===== config.mk =====
export PLATFORM = sky130hd
export DESIGN_NAME = burst_rate_pacer
export DESIGN_NICKNAME = d
export VERILOG_FILES = /design/src/design/brp_pkg.sv /design/src/design/brp_sched.sv /design/src/design/burst_rate_pacer.sv
export SDC_FILE = /design/constraint.sdc
export NUM_CORES = 2
export LEC_CHECK = 0
export BUFFER_PORTS_ARGS = -buffer_cell sky130_fd_sc_hd__buf_2
export CORE_MARGIN = 8
export CORE_UTILIZATION = 38
export CTS_CLUSTER_SIZE = 12
export DETAILED_ROUTE_END_ITERATION = 6
export SYNTH_ARGS = -nofsm -noshare
export SYNTH_HDL_FRONTEND = slang
export SYNTH_HIERARCHICAL = 1
export SYNTH_SLANG_ARGS = --single-unit

===== constraint.sdc =====
create_clock -name i_clk -period 11 [get_ports i_clk]
set_input_delay 1.1 -clock i_clk [delete_from_list [all_inputs] [get_ports i_clk]]
set_output_delay 1.1 -clock i_clk [all_outputs]
set_load 0.05 [all_outputs]

===== src/design/brp_pkg.sv =====
package brp_pkg;

    localparam int TICK_W    = 48;
    localparam int SEC_W     = 32;
    localparam int OBJ_CNT_W = 17;
    localparam int OBJ_IDX_W = 16;
    localparam int ICNT_W    = 5;
    localparam int BCNT_W    = 4;
    localparam int SLOT_W    = 4;
    localparam int CFG_IDX_W = 1;
    localparam int CFG_DATA_W = 17;

    localparam int BURST_LEN_DEF      = 10;
    localparam int SCHEDULE_DEPTH_DEF = 16;
    localparam int MAX_OBJECTS_DEF    = 65536;

    typedef enum logic {
        KIND_REQUEST = 1'b0,
        KIND_WRITE   = 1'b1
    } t_kind;

    typedef enum logic [CFG_IDX_W-1:0] {
        CFG_NUM_OBJECTS   = 1'b0,
        CFG_NUM_INTERVALS = 1'b1
    } t_cfg_index;

    typedef struct packed {
        t_kind              kind;
        logic [TICK_W-1:0]  now_ticks;
        logic [SEC_W-1:0]   now_seconds;
        logic [SLOT_W-1:0]  entry_slot;
        logic [TICK_W-1:0]  entry_burst_ticks;
        logic [SEC_W-1:0]   entry_duration_secs;
    } t_in_item;

    typedef struct packed {
        logic                  granted;
        logic [OBJ_IDX_W-1:0]  object_index;
        logic                  throttled;
        logic                  finished;
    } t_out_item;

    // one schedule table write
    typedef struct packed {
        logic               en;
        logic [SLOT_W-1:0]  slot;
        logic [TICK_W-1:0]  period;
        logic [SEC_W-1:0]   duration;
    } t_sched_wr;

endpackage


===== src/design/brp_sched.sv =====
module brp_sched #(
    parameter int SCHEDULE_DEPTH = brp_pkg::SCHEDULE_DEPTH_DEF
) (
    input  logic                        i_clk,
    input  brp_pkg::t_sched_wr          i_wr,
    input  logic [brp_pkg::ICNT_W-1:0]  i_rd_sel,
    output logic [brp_pkg::TICK_W-1:0]  o_period,
    output logic [brp_pkg::SEC_W-1:0]   o_duration
);
    import brp_pkg::*;

    localparam int AW = (SCHEDULE_DEPTH > 1) ? $clog2(SCHEDULE_DEPTH) : 1;

    logic [TICK_W-1:0] r_period [SCHEDULE_DEPTH];
    logic [SEC_W-1:0]  r_duration [SCHEDULE_DEPTH];

    // slots past the table depth are dropped
    always_ff @(posedge i_clk) begin
        if (i_wr.en && (32'(i_wr.slot) < SCHEDULE_DEPTH)) begin
            r_period[i_wr.slot[AW-1:0]]   <= i_wr.period;
            r_duration[i_wr.slot[AW-1:0]] <= i_wr.duration;
        end
    end

    always_comb begin
        if (32'(i_rd_sel) < SCHEDULE_DEPTH) begin
            o_period   = r_period[i_rd_sel[AW-1:0]];
            o_duration = r_duration[i_rd_sel[AW-1:0]];
        end else begin
            o_period   = '0;
            o_duration = '0;
        end
    end

endmodule


===== src/design/burst_rate_pacer.sv =====
// datapath: an accepted input beat goes through the input register, then the result
//   register, to the output; one beat in, one beat out
// throughput: one item per cycle unless the output stalls; pacing state is updated in
//   the same cycle the item leaves the input register, so the next item sees it at once
// reset: synchronous, active low; clears pacing state and sets num_objects to 1 and
//   num_intervals to 0; the schedule table keeps its contents and must be written
module burst_rate_pacer #(
    parameter int BURST_LEN      = brp_pkg::BURST_LEN_DEF,
    parameter int SCHEDULE_DEPTH = brp_pkg::SCHEDULE_DEPTH_DEF,
    parameter int MAX_OBJECTS    = brp_pkg::MAX_OBJECTS_DEF
) (
    input  logic                            i_clk,
    input  logic                            i_rst_n,
    input  logic                            i_in_valid,
    input  brp_pkg::t_in_item               i_in_data,
    output logic                            o_in_stall,
    output logic                            o_out_valid,
    output brp_pkg::t_out_item              o_out_data,
    input  logic                            i_out_stall,
    input  logic                            i_cfg_we,
    input  logic [brp_pkg::CFG_IDX_W-1:0]   i_cfg_index,
    input  logic [brp_pkg::CFG_DATA_W-1:0]  i_cfg_wdata
);
    import brp_pkg::*;

    localparam logic [TICK_W-1:0] TICK_MAX = '1;

    // handshake
    logic      r_in_valid, r_out_valid;
    t_in_item  r_in;
    t_out_item r_out, n_out;
    logic      w_out_take, w_proc, w_in_acc;

    // configuration
    logic [OBJ_CNT_W-1:0] r_num_objects;
    logic [ICNT_W-1:0]    r_num_intervals;
    logic [OBJ_CNT_W-1:0] w_eff_objects;
    logic [ICNT_W-1:0]    w_eff_intervals;

    // pacing state
    logic                 r_started, n_started;
    logic [OBJ_CNT_W-1:0] r_next_object, n_next_object;
    logic [ICNT_W-1:0]    r_cur_interval, n_cur_interval;
    logic [BCNT_W-1:0]    r_burst_count, n_burst_count;
    logic [TICK_W-1:0]    r_burst_ref, n_burst_ref;
    logic [TICK_W-1:0]    r_next_burst, n_next_burst;
    logic [TICK_W-1:0]    r_credit, n_credit;
    logic [SEC_W-1:0]     r_start_sec, n_start_sec;

    // schedule table
    t_sched_wr         w_wr;
    logic [TICK_W-1:0] w_sleep;
    logic [SEC_W-1:0]  w_duration;

    // datapath
    logic [TICK_W-1:0]    w_now;
    logic [SEC_W-1:0]     w_sec, w_start;
    logic [TICK_W-1:0]    w_ref_eff, w_elapsed, w_credit_acc, w_credit_rest;
    logic [TICK_W-1:0]    w_sleep_left, w_deadline, w_late_credit;
    logic [TICK_W:0]      w_sum_acc, w_sum_deadline, w_sum_late;
    logic                 w_credit_ok, w_deadline_hit, w_interval_done;
    logic [OBJ_CNT_W-1:0] w_obj;
    logic                 w_wait;
    logic [BCNT_W-1:0]    w_bc;

    assign w_out_take = !r_out_valid || !i_out_stall;
    assign w_proc     = r_in_valid && w_out_take;
    assign o_in_stall = r_in_valid && !w_out_take;
    assign w_in_acc   = i_in_valid && !o_in_stall;

    assign o_out_valid = r_out_valid;
    assign o_out_data  = r_out;

    always_ff @(posedge i_clk) begin
        if (!i_rst_n) begin
            r_in_valid  <= 1'b0;
            r_out_valid <= 1'b0;
        end else begin
            r_in_valid  <= w_in_acc || (r_in_valid && !w_proc);
            r_out_valid <= w_proc || (r_out_valid && i_out_stall);
        end
    end

    always_ff @(posedge i_clk) begin
        if (w_in_acc) begin
            r_in <= i_in_data;
        end
        if (w_proc) begin
            r_out <= n_out;
        end
    end

    always_ff @(posedge i_clk) begin
        if (!i_rst_n) begin
            r_num_objects   <= OBJ_CNT_W'(1);
            r_num_intervals <= '0;
        end else if (i_cfg_we) begin
            unique case (t_cfg_index'(i_cfg_index))
                CFG_NUM_OBJECTS: begin
                    r_num_objects <= i_cfg_wdata[OBJ_CNT_W-1:0];
                end
                CFG_NUM_INTERVALS: begin
                    r_num_intervals <= i_cfg_wdata[ICNT_W-1:0];
                end
                default: begin
                end
            endcase
        end
    end

    always_comb begin
        if (r_num_objects == '0) begin
            w_eff_objects = OBJ_CNT_W'(1);
        end else if (32'(r_num_objects) > MAX_OBJECTS) begin
            w_eff_objects = OBJ_CNT_W'(MAX_OBJECTS);
        end else begin
            w_eff_objects = r_num_objects;
        end
    end

    assign w_eff_intervals = (32'(r_num_intervals) > SCHEDULE_DEPTH) ?
                             ICNT_W'(SCHEDULE_DEPTH) : r_num_intervals;

    assign w_wr.en       = w_proc && (r_in.kind == KIND_WRITE);
    assign w_wr.slot     = r_in.entry_slot;
    assign w_wr.period   = r_in.entry_burst_ticks;
    assign w_wr.duration = r_in.entry_duration_secs;

    brp_sched #(
        .SCHEDULE_DEPTH(SCHEDULE_DEPTH)
    ) u_sched (
        .i_clk      (i_clk),
        .i_wr       (w_wr),
        .i_rd_sel   (r_cur_interval),
        .o_period   (w_sleep),
        .o_duration (w_duration)
    );

    assign w_now   = r_in.now_ticks;
    assign w_sec   = r_in.now_seconds;
    assign w_start = r_started ? r_start_sec : w_sec;

    // fresh deadline: lateness since the burst reference goes into the credit
    assign w_ref_eff      = (r_burst_ref == '0) ? w_now : r_burst_ref;
    assign w_elapsed      = (w_now >= w_ref_eff) ? (w_now - w_ref_eff) : '0;
    assign w_sum_acc      = {1'b0, r_credit} + {1'b0, w_elapsed};
    assign w_credit_acc   = w_sum_acc[TICK_W] ? TICK_MAX : w_sum_acc[TICK_W-1:0];
    assign w_credit_ok    = (w_credit_acc >= w_sleep);
    assign w_credit_rest  = w_credit_acc - w_sleep;
    assign w_sleep_left   = w_sleep - w_credit_acc;
    assign w_sum_deadline = {1'b0, w_now} + {1'b0, w_sleep_left};
    assign w_deadline     = w_sum_deadline[TICK_W] ? TICK_MAX : w_sum_deadline[TICK_W-1:0];

    // pending deadline: overshoot past it is credited
    assign w_deadline_hit = (w_now >= r_next_burst);
    assign w_sum_late     = {1'b0, r_credit} + {1'b0, w_now - r_next_burst};
    assign w_late_credit  = w_sum_late[TICK_W] ? TICK_MAX : w_sum_late[TICK_W-1:0];

    assign w_interval_done = (w_sec >= w_start) && ((w_sec - w_start) >= w_duration);
    assign w_obj = (r_next_object >= w_eff_objects) ? '0 : r_next_object;

    always_comb begin
        n_started      = r_started;
        n_next_object  = r_next_object;
        n_cur_interval = r_cur_interval;
        n_burst_count  = r_burst_count;
        n_burst_ref    = r_burst_ref;
        n_next_burst   = r_next_burst;
        n_credit       = r_credit;
        n_start_sec    = r_start_sec;
        n_out          = '0;
        w_wait         = 1'b0;
        w_bc           = r_burst_count;
        if (w_proc && (r_in.kind == KIND_REQUEST)) begin
            n_started     = 1'b1;
            n_start_sec   = w_start;
            n_next_object = w_obj;
            if (r_cur_interval < w_eff_intervals) begin
                if (r_burst_count >= BCNT_W'(BURST_LEN)) begin
                    if (r_next_burst == '0) begin
                        priority if (w_credit_ok) begin
                            n_credit     = w_credit_rest;
                            w_bc         = '0;
                            n_burst_ref  = w_now;
                            n_next_burst = '0;
                        end else if (w_now == TICK_MAX) begin
                            // saturated deadline is already reached
                            n_credit     = '0;
                            w_bc         = '0;
                            n_burst_ref  = w_now;
                            n_next_burst = '0;
                        end else begin
                            w_wait       = 1'b1;
                            n_credit     = '0;
                            n_burst_ref  = w_ref_eff;
                            n_next_burst = w_deadline;
                        end
                    end else if (w_deadline_hit) begin
                        n_credit     = w_late_credit;
                        w_bc         = '0;
                        n_burst_ref  = w_now;
                        n_next_burst = '0;
                    end else begin
                        w_wait = 1'b1;
                    end
                end
                if (w_wait) begin
                    n_out.throttled = 1'b1;
                end else begin
                    n_burst_count = w_bc + BCNT_W'(1);
                    if (w_interval_done) begin
                        n_start_sec    = w_sec;
                        n_cur_interval = r_cur_interval + ICNT_W'(1);
                        n_credit       = '0;
                    end
                    n_out.granted      = 1'b1;
                    n_out.object_index = w_obj[OBJ_IDX_W-1:0];
                    n_next_object      = w_obj + OBJ_CNT_W'(1);
                end
            end
        end
        n_out.finished = (n_cur_interval >= w_eff_intervals);
    end

    always_ff @(posedge i_clk) begin
        if (!i_rst_n) begin
            r_started      <= 1'b0;
            r_next_object  <= '0;
            r_cur_interval <= '0;
            r_burst_count  <= '0;
            r_burst_ref    <= '0;
            r_next_burst   <= '0;
            r_credit       <= '0;
            r_start_sec    <= '0;
        end else begin
            r_started      <= n_started;
            r_next_object  <= n_next_object;
            r_cur_interval <= n_cur_interval;
            r_burst_count  <= n_burst_count;
            r_burst_ref    <= n_burst_ref;
            r_next_burst   <= n_next_burst;
            r_credit       <= n_credit;
            r_start_sec    <= n_start_sec;
        end
    end

    // a pending deadline only exists while a full burst waits
    a_deadline_needs_full_burst: assert property (@(posedge i_clk) disable iff (!i_rst_n)
        (r_next_burst != '0) |-> (r_burst_count >= BCNT_W'(BURST_LEN)))
        else $error("deadline set without a full burst");

    a_burst_count_bound: assert property (@(posedge i_clk) disable iff (!i_rst_n)
        r_burst_count <= BCNT_W'(BURST_LEN))
        else $error("burst count past burst length");

    a_interval_bound: assert property (@(posedge i_clk) disable iff (!i_rst_n)
        32'(r_cur_interval) <= SCHEDULE_DEPTH)
        else $error("interval index past schedule depth");

    a_grant_xor_throttle: assert property (@(posedge i_clk) disable iff (!i_rst_n)
        o_out_valid |-> !(o_out_data.granted && o_out_data.throttled))
        else $error("beat both granted and throttled");

endmodule

==> impl_results.md <==
* Setup TNS at -18.39 ns
* Antenna Violating Nets Remaining at 0
* R2R setup slack at -0.50 ns
* H-tree depth at 4
* Routed WL per cell at between 20 and 25 um
* Total internal power at 11.9 mW
* Comb pwr share at 21.7%
* Most numerous cell on the critical path: buf_4
* Largest net degree at the start of global routing at between 100 and 150
* CP Launch Type: register
* Crit-path max FO at 7
* Mapped Cells at ~7300
* Initial DRC count at just over 5000
* Hold_sp: i_in_data[109]
* Avg Inst Size Synth at approximately 12 um^2
* Post-synth top flop: edfxtp_1
* Max IR drop VDD at 140 uV
* First-pass GRT wire length at a little under 400000 um
* Final Skew at roughly 0.1 ns
* Worst-path clk slew at ~0.060 ns
* Final Setup Violations at 48
* Hold_buf cts at 0
* #FFs+latches synth at roughly 1700
* Starting Density at roughly two fifths
* Hold slack at 0.423 ns
* # IOs at 209
* Number of vias per cell at between 5 and 6
* Post-detail-place hpwl at between 150000 and 200000 um
* Worst-Skew Late Latency at ~0.85 ns
* Gr ovfl total at 0
* Post-synth EDFFs at roughly 1500
* Bufs on Longest Clock Path at 3
* Rel. slew slack at roughly 26%
* Hold EP: w_sec[25]$_DFFE_PP_
* Crit. End Element: register
* Actual slew at the worst max-slew pin at approximately 1.1 ns
* CP max stage cell: fa_2
* Hold Path Depth at 1
* FMAX at 0.0869 GHz
* First-pass DRT Iterations at 6
* Fin nets at 9095
* Power per cell area at roughly 150 nW/um^2
* IO buf count at 208
* Leakage at 39.5 nW
* Fin crit period at between 10 and 15 ns
* Syn nets at 7902
* # fillers at just over 20000
* Slew Viols, Final at 0
* Reg2Reg Depth at approximately 60
* Hold Vio Cnt, Final at 0
* WP data required at 11.71 ns
* Yosys cell types at between 90 and 100
* Die Height at between 400 and 500 um
* Async S/R FF share, synth at 0%
* Failing checks: negative setup slack
* Die area at 246000 um^2
* Site row count at between 150 and 200
* Total GRT Usage at 20.8%
* Via count at around 63000
* Hold Path Class: in2reg
* P&R area growth vs syn at 21.9%
* Ys Warns at 6
* Status: finished, violations left
* Routability cong. at between 0.9 and 1
* RR Startpoint: r_burst_ref[9]$_SDFFE_PN0P_
* Switching Share at a little over a quarter
* Inserted Clock Buffers at roughly 180
* Max Cap Viol at 0
* Sequential share of the synthesized area at a little under three fifths
* Clock Tree Root: clkbuf_16
* Clock power share at 34.9%
* Crit Reg-Reg Endpoint: r_next_burst[35]$_SDFFE_PN0P_
* Post-layout util at between 40 and 50%
* Routed wire length at around 270000 um
* Share of layout cells above drive strength 1 at 22.7%
* Initial antenna violation count at 9
* WS Path Type: reg2reg
* Crit share post-route at 105%
* Die Wd at between 400 and 500 um
* Cell Area, Synth at ~87000 um^2
* Sequential share of power at about 43%
* Sw Pwr at about 4.5 mW
* Setup ws final at -0.501 ns
* CTS tree: done
* Unrepaired setup endpoints after global routing: true
* Crit path DAT at approximately 12 ns
* Number of global-route vias before repair at 63200
* Core Area at 229000 um^2
* DRC viols at 0
* Slowest stage delay, CP at around 0.38 ns
* Clock Sinks at ~1700
layer usage:
layer	up-vias	routed length, um	GRT usage [%]	share of wire (%)
li1	29900	-	-	-
met1	31400	121000	28.8	45
met2	1696	126000	35.0	47
met3	351	12900	2.41	4.8
met4	6	6990	5.29	2.6
met5	-	40	0	0.015
layout make-up:
type                            instances  area (um^2)  area share (%)
Clock inverter                         59          779           0.731
Multi-Input combinational cell       4998        37700            35.3
Antenna cell                            2         5.00         0.00469
Timing Repair Buffer                 1373        10300            9.67
Clock buffer                          238         4770            4.47
Tap cell                             3026         3790            3.55
Sequential cell                      1691        48500            45.5
Inverter                              226          848           0.795
worst max path at each step:
stage                                       from                            end  slack, ns  cells after the start
finish               r_burst_ref[9]$_SDFFE_PN0P_  r_next_burst[35]$_SDFFE_PN0P_      -0.50                     59
global route         r_burst_ref[5]$_SDFFE_PN0P_  r_next_burst[15]$_SDFFE_PN0P_      -0.98                     62
CTS                  r_burst_ref[9]$_SDFFE_PN0P_  r_next_burst[29]$_SDFFE_PN0P_      -0.57                     60
detailed placement  r_burst_ref[34]$_SDFFE_PN0P_  r_next_burst[10]$_SDFFE_PN0P_      -1.22                     59
global placement    r_burst_ref[34]$_SDFFE_PN0P_  r_next_burst[10]$_SDFFE_PN0P_      -1.01                     56
floorplan           r_burst_ref[45]$_SDFFE_PN0P_  r_next_burst[12]$_SDFFE_PN0P_       0.02                     59
critical path, delay by kind of cell (launching register included):
kind / cells / cell delay [ns]
AOI/OAI and AO/OA: 27 / 5.50
xor gates and xnor gates: 1 / 0.09
and+or+nand+nor: 13 / 1.92
buffers and inverters: 12 / 1.77
adders and majority gates: 6 / 1.75
DFF: 1 / 0.32
cells by family after synthesis:
logic type	Yosys count	share of synthesized area, %
AND/OR/NAND/NOR	1663	9.21
buffers and inverters	588	3.58
AO/OA/AOI/OAI	1839	13.8
XOR/XNOR	335	3.35
adder cells (fa/ha/maj)	439	6.35
multiplexers	720	8.24
flip-flops	1691	55.4
power by group through the flow:
stage / logic, mW / registers (mW) / clock network [mW]
after floorplan: 1.70 / 7.26 / 0
after global placement: 3.08 / 7.27 / 0
after detailed placement: 3.10 / 7.28 / 0
after CTS: 3.42 / 7.14 / 5.87
after global routing: 3.84 / 7.15 / 6.11
final: 3.56 / 7.14 / 5.75
state kept, by name, summed over array words and instances (netlist names):
name	flops
u_sched/r_period	768
r_cur_interval	5
w_sec	32
o_out_valid	1
r_start_sec	32
r_credit	48
r_next_burst	48
w_now	48
o_out_data	19
r_started	1
r_num_objects	17
r_in_valid	1
r_num_intervals	5
u_sched/r_duration	512
r_burst_ref	48
r_next_object	17
r_in	85
r_burst_count	4
per-stage QoR:
stage	worst slack (ns)	power, mW	std cells	cell area [um^2]
5_1_grt	-0.979	17.1	11600	107000
3_3_place_gp	-1.01	10.3	11200	98800
4_1_cts	-0.570	16.4	11600	106000
2_1_floorplan	0.0199	8.96	7275	87700
3_5_place_dp	-1.22	10.4	11200	98800
6_report	-0.501	16.4	11600	107000
synthesized netlist by cell type (all sizes together), types with 57 or more instances:
master,number,share of area [%]
edfxtp,1464,50
mux2i,717,8.2
a21oi,506,2.9
nand2,467,2.0
ha,431,6.2
a22oi,374,3.2
nor2,355,1.5
o21ai,305,1.8
nand3,248,1.4
a21o,229,2.0
dfxtp,227,5.2
inv,225,0.97
xnor2,205,2.1
clkbuf,196,0.85
buf,166,1.8
nor2b,138,0.99
xor2,130,1.3
nand4,109,0.78
o21bai,60,0.51
nor3,57,0.34
cell usage in the layout (no fill, tap or decap), types with 24 or more instances in the layout:
cell type and n:
nor2_4 32, mux2i_1 717, clkbuf_1 53, nand4_1 109, o21ai_0 218, nor4_1 37
buf_2 207, buf_12 26, buf_4 1110, a211oi_1 35, ha_4 29, xor2_1 125
o211ai_1 32, nor2_1 305, dfxtp_1 223, a31oi_1 32, and3_1 27, nand2b_1 54
and2_1 53, o21a_1 37, nand2_1 465, ha_1 396, nor2b_1 131, nor3_1 47
a21boi_0 28, a21o_1 228, a21oi_1 465, inv_1 223, o21bai_1 58, clkbuf_16 182
o21ai_1 52, edfxtp_1 1464, o21ai_2 28, a21oi_2 32, or2_2 25, buf_6 24
a22oi_1 369, xnor2_1 202, nand3_1 246
timing repair:
item                                    CTS  global route
gates resized for setup                 225           136
gates cloned                             10             2
setup buffers                            54            33
endpoints found under the setup margin   80           214
pin swaps                                98           107
(Power assumes the default switching activity.)
